File: config.mk
export PLATFORM = sky130hd
export DESIGN_NAME = fjbs_front
export DESIGN_NICKNAME = d
export VERILOG_FILES = /design/src/fjbs_pkg.sv /design/src/fjbs_front.sv
export SDC_FILE = /design/constraint.sdc
export NUM_CORES = 1
export LEC_CHECK = 0
export BUFFER_PORTS_ARGS = -buffer_cell sky130_fd_sc_hd__buf_2
export CORE_MARGIN = 2
export CORE_UTILIZATION = 36
export DETAILED_ROUTE_END_ITERATION = 8
export HOLD_SLACK_MARGIN = 0.06
export PLACE_DENSITY_LB_ADDON = 0.12
export SYNTH_ARGS = -nofsm -noshare
export SYNTH_HDL_FRONTEND = slang
export SYNTH_SLANG_ARGS = --single-unit
File: constraint.sdc
create_clock -name clock -period 1.45 [get_ports clock]
set_input_delay 0.3625 -clock clock [delete_from_list [all_inputs] [get_ports clock]]
set_output_delay 0.3625 -clock clock [all_outputs]
set_load 0.05 [all_outputs]
File: src/fjbs_pkg.sv
// fjbs_pkg: types and constants shared by the fair job batch selector
// no dependencies
package fjbs_pkg;

   localparam int LIM_W = 5;
   localparam int ID_W  = 32;

   localparam logic [1:0] CLS_ACTIVE    = 2'd0;
   localparam logic [1:0] CLS_PUBLISHED = 2'd1;
   localparam logic [1:0] CLS_DROP      = 2'd2;

   localparam logic [1:0] REG_GLOBAL_LIMIT = 2'd0;
   localparam logic [1:0] REG_OWNER_LIMIT  = 2'd1;
   localparam logic [1:0] REG_ORIGIN_LIMIT = 2'd2;

   localparam logic [3:0] ST_ABORTING  = 4'd5;
   localparam logic [3:0] ST_PUBLISHED = 4'd6;

   typedef struct packed {
      logic [LIM_W-1:0] global_limit;
      logic [LIM_W-1:0] per_owner_limit;
      logic [LIM_W-1:0] per_origin_limit;
   } cfg_type;

   typedef struct packed {
      logic [1:0]      cls;
      logic [ID_W-1:0] owner;
      logic [ID_W-1:0] origin;
      logic            last;
   } job_entry_type;

   typedef struct packed {
      logic [1:0]      cls;
      logic [ID_W-1:0] owner;
      logic [ID_W-1:0] origin;
   } job_rec_type;

   typedef struct packed {
      logic [LIM_W-1:0] usage;
      logic [ID_W-1:0]  owner;
   } owner_rec_type;

endpackage

File: src/fjbs_front.sv
// fjbs_front: input register stage, classifies the job state of each transfer
// depends on fjbs_pkg
module fjbs_front
   import fjbs_pkg::*;
(
   input  logic          clock,
   input  logic          reset,
   input  logic          in_valid,
   output logic          in_ready,
   input  logic [3:0]    in_state,
   input  logic [ID_W-1:0] in_owner,
   input  logic [ID_W-1:0] in_origin,
   input  logic          in_last,
   output logic          out_valid,
   input  logic          out_ready,
   output job_entry_type out_entry
);

   logic          valid_ff, valid_in;
   job_entry_type entry_ff, entry_in;
   logic [1:0]    cls;

   always_comb begin
      case (in_state) inside
         [4'd0:ST_ABORTING]: cls = CLS_ACTIVE;
         ST_PUBLISHED:       cls = CLS_PUBLISHED;
         default:            cls = CLS_DROP;
      endcase
   end

   assign in_ready = !valid_ff || out_ready;

   always_comb begin
      valid_in = valid_ff;
      entry_in = entry_ff;
      if (in_valid && in_ready) begin
         valid_in = 1'b1;
         entry_in = '{cls: cls, owner: in_owner, origin: in_origin, last: in_last};
      end else if (out_ready) begin
         valid_in = 1'b0;
      end
   end

   always_ff @(posedge clock) begin
      if (reset) begin
         valid_ff <= 1'b0;
      end else begin
         valid_ff <= valid_in;
      end
      entry_ff <= entry_in;
   end

   assign out_valid = valid_ff;
   assign out_entry = entry_ff;

endmodule

==> out/metrics.cfg <==
[drt]
wire_per_inst_um = 13.65
vias_per_cell = 4.192
ant_nets = 0
vias = 1287
wirelength_mm = 4.191
drc = 0
firstDrtPassIters = 4
drtIter0Drc = 40

[run_status]
status = complete, no violations

[setup_path]
r2r-start = out_valid
path_class = register to primary output
ff2ff_setup_slack_ns = 0.30
start_kind = register
worstPathArrival_ns = 1.00
endpoint = in_ready
regToRegEndpoint = out_entry[37]
crit_start = out_valid
critPathCaptureType = primary output
cp.required_ns = 1.09
reg2reg_depth = 3
path_max_fanout = 3

[final_layout]
utilization_pct = 56.44
fillerInstances = 451
diodes = 0
areaGrowthSynthToFinish_pct = 50.00
final_common_cell = buf_2
seqCellArea_um2 = 2036
fin_cells = 307
multiInputGateArea_um2 = 48.80
drive_above_1_share_pct = 68.94
final_cell_mix = buf_2 (141), edfxtp_1 (67), clkbuf_8 (9)
nets = 303

[cts]
cts_sinks = 68
cts_resized = 0
cts_buffer_depth = 2
cts_hold_buf = 0
cts-root-buf = clkbuf_8
path_clk_slew_ns = 0.06
cts.htree.levels = 3
cts_tree = yes
numCtsBuffers = 9
clk-insertion-delay-late_ns = 0.32
cts_setup_buffers = 0

[synthesis]
yosysWarnings = 0
ys_ff_latch = 68
syn_inst = 75
yosysUniqueCellTypes = 9
avgSynthCellArea_um2 = 27.79
synth-seq-area-share_pct = 97.48
synth.cell_area_um2 = 2084
syn-num-nets = 148

[floorplan]
die_w_um = 80.10
die_height_um = 80.10
rows = 27
dieArea_um2 = 6415
pin_count = 142
start_util_pct = 37.62
coreArea_um2 = 5540

[sta]
timing_hold_violations_final = 0
setup_tns_ns = 0
slew_headroom_pct = 82.33
timing.final.crit_share_pct = 93.81
setup_viol = 0
period_needed_ns = 1.360
max_freq_mhz = 735.2
fin_skew_ns = 0.004763
worstMarginPinSlew_ns = 0.2669
grt_setup_unrepaired = no
finalMaxSlewViolations = 0

[grt]
grt_start_max_net_pins = 25
met1_usage_pct = 13.65
busiest_layer = met2
gr-total-overflow = 0
grt_pass1_wl_mm = 6.003
antenna_found_initial = 0
grt_util_met3_pct = 4.944
grt_util_met2_pct = 21.67
grt_pass1_vias = 1296
grtUsageTotal_pct = 13.17

[placement]
placed_cells = 291
dp_hpwl_mm = 3.299
gp_congestion = 0.6793
port_buffers = 141

[power_and_ir_drop]
intPower_mw = 3.239
clkPwrFrac_pct = 31.9
cellLeakagePower_nw = 1.355
share_comb_of_total_power_pct = 15.4
power_density_nw_per_um2 = 1408
p_sw_mw = 1.163
pwr-share-seq_pct = 52.7
ir_drop_uv = 841.1
switching_share_pct = 26.41

[flow_run]
drv_cap = 0

[worst_hold_path]
hold_class = primary input to register

area by class of cell:
cell class                 count  area share [%]
clock buffer                  10           4.082
inverter                       1          0.1200
timing repair buffer         144           24.49
sequential                    68           65.11
multi-input combinational      6           1.561
clock inverter                 6           1.761
tap                           72           2.881
how the worst min path moves through the flow:
stage | slack [ns] | cells past startpoint | end | startpoint
after floorplan | 0.42 | 1 | out_valid | reset
after global placement | 0.48 | 2 | out_valid | out_valid
after detailed placement | 0.50 | 2 | out_valid | out_valid
after CTS | 0.16 | 2 | out_valid | reset
after global routing | 0.18 | 2 | out_valid | reset
final | 0.19 | 2 | out_valid | reset
registers in the layout, summed over array words and instances, names as in the netlist:
name,cells
out_entry,67
out_valid,1
power by group through the flow:
stage	registers (mW)	logic, mW	clock network [mW]
2_1_floorplan	2.76	0.0485	0
3_3_place_gp	2.36	0.676	0
3_5_place_dp	2.37	0.684	0
4_1_cts	2.32	0.684	1.46
5_1_grt	2.33	0.708	1.53
6_report	2.32	0.676	1.40
metrics by stage:
stage / worst slack (ns) / power (mW) / area [um2] / hold WS, ns
finish: 0.08973 / 4.402 / 3127 / 0.1862
global route: 0.04147 / 4.571 / 3127 / 0.1831
CTS: 0.06267 / 4.465 / 3127 / 0.1649
detailed placement: 0.1491 / 3.049 / 2944 / 0.4966
global placement: 0.1611 / 3.037 / 2944 / 0.4803
floorplan: -0.1141 / 2.813 / 2088 / 0.4158
cell usage after synthesis (all sizes together):
cell	instances	area share (%)
nand2	1	0.18
and2	1	0.42
nor3	1	0.24
a21oi	1	0.42
a31o	1	0.42
nand2b	1	0.66
dfxtp	1	0.96
inv	1	0.18
edfxtp	67	97
layer usage:
layer / wire [um] / part of all wire, %
met4: 110 / 2.6
met5: 0 / 0
met1: 1466 / 35
met2: 2102 / 50
met3: 512 / 12
worst max-delay path, stage by stage, from the launching register on:
cell and delay [ns]:
dfxtp_4 0.35, nand2b_4 0.07, buf_2 0.26
logic make-up after synthesis:
logic type | share of synthesized area (%)
flops | 97.48
simple gates | 1.500
compound gates | 0.8405
buf+inv | 0.1799
Power figures use the tool's default switching activity.
