==> config.mk <==
export PLATFORM = sky130hd
export DESIGN_NAME = fjbs_queue
export DESIGN_NICKNAME = d
export VERILOG_FILES = /design/src/fjbs_pkg.sv /design/src/fjbs_queue.sv
export SDC_FILE = /design/constraint.sdc
export NUM_CORES = 1
export LEC_CHECK = 0
export BUFFER_PORTS_ARGS = -buffer_cell sky130_fd_sc_hd__buf_2
export CAP_MARGIN = 10
export CELL_PAD_IN_SITES_DETAIL_PLACEMENT = 1
export CELL_PAD_IN_SITES_GLOBAL_PLACEMENT = 1
export CORE_MARGIN = 2
export CORE_UTILIZATION = 41
export CTS_BUF_LIST = sky130_fd_sc_hd__clkbuf_8
export CTS_CLUSTER_SIZE = 14
export DETAILED_ROUTE_END_ITERATION = 10
export GPL_TIMING_DRIVEN = 0
export PLACE_DENSITY = 0.75
export SLEW_MARGIN = 20
export SYNTH_ARGS = -nofsm -noshare
export SYNTH_HDL_FRONTEND = slang
export SYNTH_SLANG_ARGS = --single-unit
==> constraint.sdc <==
create_clock -name clock -period 2.8 [get_ports clock]
set_input_delay 0.14 -clock clock [delete_from_list [all_inputs] [get_ports clock]]
set_output_delay 0.14 -clock clock [all_outputs]
set_load 0.02 [all_outputs]
==> src/fjbs_pkg.sv <==
// fjbs_pkg: types and constants shared by the fair job batch selector
// no dependencies
package fjbs_pkg;

   localparam int LIM_W = 5;
   localparam int ID_W  = 32;

   localparam logic [1:0] CLS_ACTIVE    = 2'd0;
   localparam logic [1:0] CLS_PUBLISHED = 2'd1;
   localparam logic [1:0] CLS_DROP      = 2'd2;

   localparam logic [1:0] REG_GLOBAL_LIMIT = 2'd0;
   localparam logic [1:0] REG_OWNER_LIMIT  = 2'd1;
   localparam logic [1:0] REG_ORIGIN_LIMIT = 2'd2;

   localparam logic [3:0] ST_ABORTING  = 4'd5;
   localparam logic [3:0] ST_PUBLISHED = 4'd6;

   typedef struct packed {
      logic [LIM_W-1:0] global_limit;
      logic [LIM_W-1:0] per_owner_limit;
      logic [LIM_W-1:0] per_origin_limit;
   } cfg_type;

   typedef struct packed {
      logic [1:0]      cls;
      logic [ID_W-1:0] owner;
      logic [ID_W-1:0] origin;
      logic            last;
   } job_entry_type;

   typedef struct packed {
      logic [1:0]      cls;
      logic [ID_W-1:0] owner;
      logic [ID_W-1:0] origin;
   } job_rec_type;

   typedef struct packed {
      logic [LIM_W-1:0] usage;
      logic [ID_W-1:0]  owner;
   } owner_rec_type;

endpackage

==> src/fjbs_queue.sv <==
// fjbs_queue: two-entry queue between the classifying front and the selection engine
// depends on fjbs_pkg
module fjbs_queue
   import fjbs_pkg::*;
(
   input  logic          clock,
   input  logic          reset,
   input  logic          push_valid,
   output logic          push_ready,
   input  job_entry_type push_entry,
   output logic          pop_valid,
   input  logic          pop_ready,
   output job_entry_type pop_entry
);

   job_entry_type slot_ff [2];
   logic       wptr_ff, wptr_in, rptr_ff, rptr_in;
   logic [1:0] fill_ff, fill_in;
   logic       do_push, do_pop;

   assign push_ready = fill_ff != 2'd2;
   assign pop_valid  = fill_ff != 2'd0;
   assign pop_entry  = slot_ff[rptr_ff];
   assign do_push    = push_valid && push_ready;
   assign do_pop     = pop_valid && pop_ready;

   always_comb begin
      wptr_in = do_push ? !wptr_ff : wptr_ff;
      rptr_in = do_pop ? !rptr_ff : rptr_ff;
      fill_in = fill_ff + {1'b0, do_push} - {1'b0, do_pop};
   end

   always_ff @(posedge clock) begin
      if (reset) begin
         wptr_ff <= 1'b0;
         rptr_ff <= 1'b0;
         fill_ff <= 2'd0;
      end else begin
         wptr_ff <= wptr_in;
         rptr_ff <= rptr_in;
         fill_ff <= fill_in;
      end
      if (do_push) begin
         slot_ff[wptr_ff] <= push_entry;
      end
   end

endmodule

==> impl_metrics.env <==
export IMPL_synth_top_family_by_area="multiplexers"
export IMPL_drv_cap=0
export IMPL_post_cts_repair_setup_buffers=0
export IMPL_total_power_mw=5.98
export IMPL_vdd_ir_drop_worst_uv=472
export IMPL_mostFrequentLayoutCell="sky130_fd_sc_hd__buf_2"
export IMPL_worstPathRequired_ns=2.66
export IMPL_dieArea_sq_um=13300
export IMPL_period_share=0.664
export IMPL_rsz0062_at_grt="false"
export IMPL_worstHoldEndpoint="wptr_ff"
export IMPL_floorplan_initialDensity=0.422
export IMPL_design_final_nets=537
export IMPL_synthAdderAreaFrac=0.00246
export IMPL_global_route_usage_total=0.177
export IMPL_post_dp_hpwl_mm=6.25
export IMPL_die_width_um=115
export IMPL_initial_antenna_violation_count=0
export IMPL_global_route_peak_usage_layer="met2"
export IMPL_hold_path_startpoint="push_valid"
export IMPL_htreeDepth=4
export IMPL_cp_arrival_ns=1.72
export IMPL_synth_seq_area_share=0.809
export IMPL_max_slew_margin=0.736
export IMPL_worst_r2r_startpoint="fill_ff[0]"
export IMPL_cts_buffer_depth=2
export IMPL_synthXorXnorAreaFrac=0.00172
export IMPL_status="complete, no violations"
export IMPL_syn2layout_area_growth_pct=42.5
export IMPL_highest_count_cells_in_the_layout_ignoring_fill_and_taps="sky130_fd_sc_hd__buf_2 (142), sky130_fd_sc_hd__edfxtp_1 (134), sky130_fd_sc_hd__dlygate4sd3_1 (68)"
export IMPL_met2_usage=0.320
export IMPL_setup_viol_count_final=0
export IMPL_drc=0
export IMPL_final_weighted_congestion_in_routability_driven_placement=0.649
export IMPL_kind_of_critical_path="reg2out"
export IMPL_placement_rows=40
export IMPL_core_area_sq_um=12100
export IMPL_die_height_um=115
export IMPL_clk_transition_reported_paths_ns=0.07
export IMPL_slew_violations=0
export IMPL_postRouteWirelength_mm=11.2
export IMPL_min_path_type="in2reg"
export IMPL_critPathLaunchType="register"
export IMPL_synth_fp_nets=309
export IMPL_syn_area_per_cell_sq_um=21.5
export IMPL_layout_cell_area_non_filler_sq_um=7260
export IMPL_detailedPlace_worstSlack_ns=1.06
export IMPL_r2r_cells=3
export IMPL_max_clock_freq_mhz=538
export IMPL_grt_met3_use=0.0628
export IMPL_use_met1=0.191
export IMPL_cts_tree="built"
export IMPL_ff_latch_area_sq_um=4120
export IMPL_grt_start_max_net_pins=46
export IMPL_synth_mux_area_frac=0.148
export IMPL_gr_total_overflow=0
export IMPL_syn_cell_area_sq_um=5090
export IMPL_route_detailed_vias_per_inst=4.55
export IMPL_worst_skew_pair_late_latency_ns=0.44
export IMPL_register_to_register_setup_slack_ns=1.06
export IMPL_worst_setup_path_end_kind="output port"
export IMPL_drive_gt1_frac=0.464
export IMPL_dr_first_iter_drc_count=155
export IMPL_hold_viol_final=0
export IMPL_placedInstanceArea_sq_um=6060
export IMPL_post_synth_and_or_nand_nor_area_fraction=0.0179
export IMPL_worst_hold_path_num_cells=3
export IMPL_synth_cell_types=25
export IMPL_cts_root_buffer="sky130_fd_sc_hd__clkbuf_8"
export IMPL_fin_worst_skew_ns=0.00848
export IMPL_yosys_top_cells_area="sky130_fd_sc_hd__edfxtp_1 (79%), sky130_fd_sc_hd__mux2_2 (8.2%), sky130_fd_sc_hd__mux2_1 (6.6%)"
export IMPL_fillers=1115
export IMPL_yosysTopAreaCell="sky130_fd_sc_hd__edfxtp_1"
export IMPL_num_vias=2943
export IMPL_grt_pass1_vias=3329
export IMPL_post_synthesis_cell_count=237
export IMPL_post_drt_wl_per_cell_um=17.3
export IMPL_ys_warnings_count=0
export IMPL_numClockSinks=139
export IMPL_numCtsBuffers=17
export IMPL_crit_fanout=10
export IMPL_top_level_ports=140
export IMPL_layout_core_utilization=0.602
export IMPL_regToRegEndpoint="slot_ff[1][45]"
export IMPL_final_critical_path_setup_slack_ns=0.940
export IMPL_yosysTopAreaCellShare=0.790
export IMPL_port_buffers=139
export IMPL_route_antenna_remaining_nets=0
export IMPL_detail_route_first_pass_iterations=4
export IMPL_final_hold_worst_slack_ns=0.119
export IMPL_period_needed_ns=1.86
export IMPL_worstMarginPinSlew_ns=0.396
export IMPL_multi_input_area_sq_um=916
export IMPL_leakage_nw=2.77
export IMPL_ys_seq_elements=139
export IMPL_powerDensity_nw_per_um2=824
export IMPL_complex_gate_fraction_of_the_synthesized_area=0.00860
export IMPL_grt_pass1_wl_mm=17.2
critical path, stage by stage (launching register included):
cell,delay (ns)
sky130_fd_sc_hd__dfxtp_1,0.36
sky130_fd_sc_hd__buf_4,0.22
sky130_fd_sc_hd__buf_6,0.18
sky130_fd_sc_hd__mux2_1,0.35
sky130_fd_sc_hd__buf_2,0.18
routing by layer:
layer	vias up	wire length [um]
li1	1392	-
met1	1437	4180
met2	101	6200
met3	13	725
met4	0	111
met5	-	0
state kept, by name, summed over array words and instances (netlist names), named ones only:
signal and flops:
fill_ff 2, rptr_ff 1, slot_ff 134, wptr_ff 1
kinds of logic (layout without fill, tap and decap cells):
logic type,Yosys count,in the layout
buffers and inverters,8,249
AO/OA/AOI/OAI,6,6
AND/OR/NAND/NOR,15,15
adder cells (fa/ha/maj),1,1
flip-flops,139,139
other,0,1
multiplexers,67,67
XOR/XNOR,1,1
how the worst max path moves through the flow:
stage          startpoint             end  slack (ns)
6_report         register   pop_entry[52]        0.94
5_1_grt          register   pop_entry[52]        0.82
4_1_cts          register   pop_entry[52]        0.88
3_5_place_dp   fill_ff[0]  slot_ff[0][64]        1.06
3_3_place_gp   fill_ff[0]  slot_ff[1][65]       -0.77
2_1_floorplan  fill_ff[0]   slot_ff[1][0]        0.03
report_power, final:
group          internal, mW  switching [mW]
registers              2.52          0.0628
logic                 0.572           0.785
clock network          1.31           0.731
total                  4.40            1.58
area by class of cell:
cell class / count / share of cell area
Multi-Input combinational cell: 90 / 0.126
Clock inverter: 12 / 0.0331
Timing Repair Buffer: 209 / 0.197
Sequential cell: 139 / 0.568
Buffer: 7 / 0.00775
Tap cell: 168 / 0.0289
Inverter: 1 / 0.000861
Clock buffer: 20 / 0.0379
Antenna cell: 1 / 0.000345
cells in the mapped netlist:
cell                       count
sky130_fd_sc_hd__nand3b_1      1
sky130_fd_sc_hd__nor4bb_1      1
sky130_fd_sc_hd__xor2_1        1
sky130_fd_sc_hd__o21ai_0       2
sky130_fd_sc_hd__buf_6         3
sky130_fd_sc_hd__or2_2         1
sky130_fd_sc_hd__buf_4         1
sky130_fd_sc_hd__nand3_1       1
sky130_fd_sc_hd__buf_2         3
sky130_fd_sc_hd__o21ba_1       1
sky130_fd_sc_hd__edfxtp_1    134
sky130_fd_sc_hd__and3_1        2
sky130_fd_sc_hd__nor3_2        1
sky130_fd_sc_hd__nor4_1        1
sky130_fd_sc_hd__nor2b_1       2
sky130_fd_sc_hd__a21oi_1       1
sky130_fd_sc_hd__nor2_1        4
sky130_fd_sc_hd__inv_1         1
sky130_fd_sc_hd__nand2b_1      1
sky130_fd_sc_hd__mux2_1       30
sky130_fd_sc_hd__ha_1          1
sky130_fd_sc_hd__mux2_2       37
sky130_fd_sc_hd__o31a_1        1
sky130_fd_sc_hd__dfxtp_1       5
sky130_fd_sc_hd__a21bo_2       1
stage by stage:
step | std cells | setup TNS [ns]
2_1_floorplan | 237 | 0
3_3_place_gp | 544 | -77.92
3_5_place_dp | 546 | 0
4_1_cts | 646 | 0
5_1_grt | 646 | 0
6_report | 647 | 0
repair_timing:
action                                 CTS  global route
endpoints found under the hold margin  139             0
hold buffers                            68             0
gates resized for setup                  0             0
Power figures use the tool's default switching activity.
